File: src/sv/tkr_pkg.sv
// tkr_pkg: shared types, codes and the rank compare for the top-k score ranker.
// No dependencies; used by the interfaces, tkr_cell and top_k_score_ranker.
`default_nettype none

package tkr_pkg;

   localparam int unsigned REF_W    = 64;
   localparam int unsigned SCORE_W  = 32;
   localparam int unsigned RANK_W   = 4;
   localparam int unsigned TOTAL_W  = 5;
   localparam int unsigned CSR_W    = 32;
   localparam int unsigned CSR_IDX_W = 1;
   localparam int unsigned RESULT_LIMIT = 16;

   localparam logic FUNC_PUSH = 1'b0;
   localparam logic FUNC_READ = 1'b1;

   localparam logic [CSR_IDX_W-1:0] CSR_KEEP_COUNT  = 1'b0;
   localparam logic [CSR_IDX_W-1:0] CSR_SCORE_FLOOR = 1'b1;

   localparam logic [TOTAL_W-1:0] KEEP_COUNT_RESET = 5'd16;
   localparam logic signed [SCORE_W-1:0] SCORE_FLOOR_RESET = 32'sh8000_0000;

   typedef enum logic {
      ST_IDLE,
      ST_READ
   } state_type;

   typedef struct packed {
      logic [REF_W-1:0]          entry_ref;
      logic signed [SCORE_W-1:0] entry_score;
   } entry_type;

   typedef struct packed {
      logic               push;
      logic               rotate;
      logic [TOTAL_W-1:0] total;
      entry_type          cand;
   } ctl_type;

   // a outranks b: higher score, lower reference on a tie
   function automatic logic outranks(entry_type a, entry_type b);
      logic res;
      if (a.entry_score != b.entry_score) begin
         res = (a.entry_score > b.entry_score);
      end else begin
         res = (a.entry_ref < b.entry_ref);
      end
      return res;
   endfunction

endpackage

`default_nettype wire

File: src/sv/tkr_cell.sv
// tkr_cell: one slot of the sorted chain. Inserts or shifts on a push and
// rotates toward the head on a read. Depends on tkr_pkg.
`default_nettype none

module tkr_cell #(
   parameter int unsigned INDEX = 0
) (
   input  wire                      clock,
   input  wire tkr_pkg::ctl_type    ctl,
   input  wire                      prev_ins,
   input  wire tkr_pkg::entry_type  prev_entry,
   input  wire tkr_pkg::entry_type  next_entry,
   input  wire tkr_pkg::entry_type  head_entry,
   output tkr_pkg::entry_type       entry,
   output logic                     ins
);

   localparam logic [tkr_pkg::TOTAL_W-1:0] MY_IDX  = tkr_pkg::TOTAL_W'(INDEX);
   localparam logic [tkr_pkg::TOTAL_W-1:0] MY_NEXT = tkr_pkg::TOTAL_W'(INDEX + 1);

   tkr_pkg::entry_type entry_ff;
   tkr_pkg::entry_type entry_in;

   // slots past the fill level count as beaten, so the first free one takes the candidate
   assign ins = (MY_IDX >= ctl.total) || tkr_pkg::outranks(ctl.cand, entry_ff);

   always_comb begin
      entry_in = entry_ff;
      if (ctl.push && ins) begin
         entry_in = prev_ins ? prev_entry : ctl.cand;
      end else if (ctl.rotate) begin
         // last occupied slot wraps around to the head
         entry_in = (MY_NEXT == ctl.total) ? head_entry : next_entry;
      end
   end

   always_ff @(posedge clock) begin
      entry_ff <= entry_in;
   end

   assign entry = entry_ff;

endmodule

`default_nettype wire

File: config.mk
export PLATFORM = sky130hd
export DESIGN_NAME = tkr_cell
export DESIGN_NICKNAME = d
export VERILOG_FILES = /design/src/sv/tkr_pkg.sv /design/src/sv/tkr_cell.sv
export SDC_FILE = /design/constraint.sdc
export NUM_CORES = 1
export LEC_CHECK = 0
export ABC_AREA = 1
export BUFFER_PORTS_ARGS = -buffer_cell sky130_fd_sc_hd__buf_2
export CAP_MARGIN = 30
export CORE_AREA = 5 5 189 191
export DETAILED_ROUTE_END_ITERATION = 8
export DIE_AREA = 0 0 194 196
export PLACE_DENSITY_LB_ADDON = 0.05
export RECOVER_POWER = 50
export SYNTH_ARGS = -nofsm -noshare
export SYNTH_HDL_FRONTEND = slang
export SYNTH_SLANG_ARGS = --single-unit
File: constraint.sdc
create_clock -name clock -period 6.4 [get_ports clock]
set_clock_uncertainty 0.05 [all_clocks]
set_input_delay 1.28 -clock clock [delete_from_list [all_inputs] [get_ports clock]]
set_output_delay 1.28 -clock clock [all_outputs]
set_load 0.02 [all_outputs]
==> key figures <==
CTS
  • CTS tree: done
  • Clock transition at path regs: 70 ps
  • Post-CTS sizing: 0
  • Post-CTS setup buffer count: 0
  • CTS sink count: 96
  • CTS H-tree depth: 3
  • Clk_lat worst skew: 360 ps
  • CTS max path bufs: 2
  • Num CTS Buffers: 9
  • CTS hold repair buffers: 0
  • Root buf cell: clkbuf_16

Logic synthesis
  • Post-synthesis sequential area ratio: 0.319
  • Post-synthesis register bit count: between 90 and 100
  • EDFF count, synth: 96
  • Post-Syn Instances: about 1000
  • Netlist cell types: 24
  • Synth Warn #: 0
  • Ys async rst share: 0
  • Synth area leaders: edfxtp_1 32%, mux2_2 24%, ha_1 13%
  • Yosys top cell by area: edfxtp_1
  • Synth Net Count: 1531
  • Post-synth top flop: edfxtp_1
  • Top cells by count, synth: 283 x nand2_1, 190 x mux2_2, 113 x inv_1, 107 x nand3_1, 96 x edfxtp_1
  • Mapped Area: ~0.009 sq mm
  • Syn_area_per_cell: 8.66 sq um
  • Count leader, synth: nand2_1
  • Yosys top cell area share: 0.319

Die
  • Chip height: 196 um
  • Initial core utilization: 0.266
  • Die ar.: 0.0380 sq mm
  • I/O pins: 490
  • Die width: 194 um
  • Core Area: roughly 0.034 sq mm
  • Core Rows: 68

Final layout
  • P&R area growth vs syn: 33.9%
  • Sequential Area: 0.00288 sq mm
  • Fillers: about 3700
  • Multi-input combinational cell area: 0.00549 sq mm
  • Share of cells above drive strength 1: 0.403
  • Final net count: 1988
  • Post-Layout Cell Count: 1964
  • Final core occ: 0.356
  • Max FFs per register: 96

Routing
  • Drt pass-1 iters: 4
  • Vias: 8800
  • Drt first-iter violations: 278
  • Drt drc: 0
  • DR vias/cell: 4.48
  • Post-DRT Antenna Nets: 0
  • DR WL/cell: 18.8 um
  • Total wire length: 37000 um

Worst setup path
  • Reg2Reg Depth: 15
  • Kind of end point of the critical path: flip-flop
  • Crit start category: primary input
  • Reg-to-Reg Start: entry[31]
  • Worst-path cell chain: buf_2, ha_1, nand2_1, nor2_1, nand2_1, nor3b_1, nand3b_1, nor2_1, nand2_1, nor2_1, nand2_1, nand3_4, nand2_4, nand2_1, buf_4
  • R2r endpoint: entry[4]
  • Critical path class: in -> reg
  • Slowest Stage Delay on Critical Path: slightly below 800 ps
  • Critical path fanouts, max: 43
  • Critical Path AT: approximately 5000 ps
  • Slowest cell on the critical path: nand2_1
  • Crit path required time: 6360 ps
  • Reg2Reg Setup Slack: a little under 2000 ps
  • Critical Path Start: ctl[31]
  • CP dominant cell by count: nand2_1

STA
  • Max Clock Freq: about 0.20 GHz
  • Unrepaired setup endpoints after global routing: false
  • Slew margin rel.: 0.0645
  • Setup TNS: 0 ps
  • Fin crit period: 5070 ps
  • Setup violators final: 0
  • Slew Viols, Final: 0
  • Hold Vio Cnt, Final: 0
  • Least-Margin Pin Slew: roughly 1400 ps
  • Tcrit/Tclk final: 0.793
  • Final Worst Setup Slack: 1330 ps

Min path
  • Hold Path Sink: entry[41]
  • Hold path start: head_entry[41]
  • Hold depth: 4
  • Hold Crit Class: in -> reg

Global routing
  • Initial antenna violation count: 7
  • Remaining Overflow, GRT: 0
  • GRT Util Overall: 0.187
  • Vias in the first global route: approximately 9300
  • First-pass GRT wire length: about 55000 um
  • Largest net degree at the start of global routing: 66

Pwr
  • Maximum VDD drop: ~0.12 mV
  • Total leakage power: 6.14 nW
  • PD cells: 263 mW/mm^2

Placed design
  • Inst Count DP: 1943
  • Post-DP HPWL: 29300 um
  • PortBufs: 489
  • Post-place setup slack: 1370 ps
  • RePlAce Congestion: 0.871

Status
  • Status: finished, final reports clean

Job
  • Max-capacitance violation count: 0
## metal layers
layer | GRT usage | vias to the layer above | routed length [um]
met1 | 0.226 | 3978 | 15500
met2 | 0.332 | 291 | 18400
met5 | 0 | - | 28
met4 | 0.0589 | 6 | 797
li1 | - | 4481 | -
met3 | 0.0419 | 44 | 2270
## kinds of logic after synthesis
logic type,count (synthesis),share of synthesized area
AND/OR/NAND/NOR,436,0.202
AO/OA/AOI/OAI,61,0.0352
buffers and inverters,165,0.0748
adder cells (fa/ha/maj),95,0.132
multiplexers,190,0.237
flip-flops,96,0.319
## critical path: cells and delay by family
family,cells,cell delay (ps)
AND/OR/NAND/NOR,12,2670
adder cells (fa/ha/maj),1,370
buffers and inverters,2,630
## metrics by stage
step | power (W) | area, sq um | hold WS [ps]
floorplan | 0.00209 | 9030 | 1330
detailed placement | 0.00271 | 11900 | 1500
CTS | 0.00329 | 12200 | 1240
finish | 0.00318 | 12100 | 1260
global route | 0.00347 | 12100 | 1260
global placement | 0.00271 | 11900 | 1500
## area by class of cell
| class | instances | share of cell area |
|---|---|---|
| antenna | 4 | 0.000828 |
| clock buffer | 11 | 0.0193 |
| clock inverter | 5 | 0.00393 |
| inverter | 113 | 0.0351 |
| multi-input combinational | 782 | 0.454 |
| sequential | 96 | 0.239 |
| tap | 455 | 0.0471 |
| timing repair buffer | 498 | 0.201 |
## cells in the final DEF (no fill, tap or decap), drive strengths merged, types with 5 or more instances in the layout
cell,n
edfxtp,96
nand2,284
buf,400
nor2,29
a21oi,43
clkbuf,109
inv,113
mux2,190
nor3,5
ha,95
o21ai,13
nand3,108
## worst max path at each step
stage / endpoint / slack (ps) / cells past startpoint
4_1_cts: ins / 1520 / 10
2_1_floorplan: entry[0] / 930 / 15
3_5_place_dp: entry[60] / 1370 / 13
6_report: entry[4] / 1330 / 15
3_3_place_gp: entry[59] / 1430 / 13
5_1_grt: entry[80] / 840 / 15
## report_power, final
group	switching, W	total (W)	internal (W)	leakage, nW
Sequential	0.0000939	0.00104	0.000944	0.975
Clock	0.000258	0.000559	0.000301	0.138
Combinational	0.00106	0.00158	0.000526	5.02
Total	0.00141	0.00318	0.00177	6.14
Note: power is estimated with default switching activity, not from simulation.
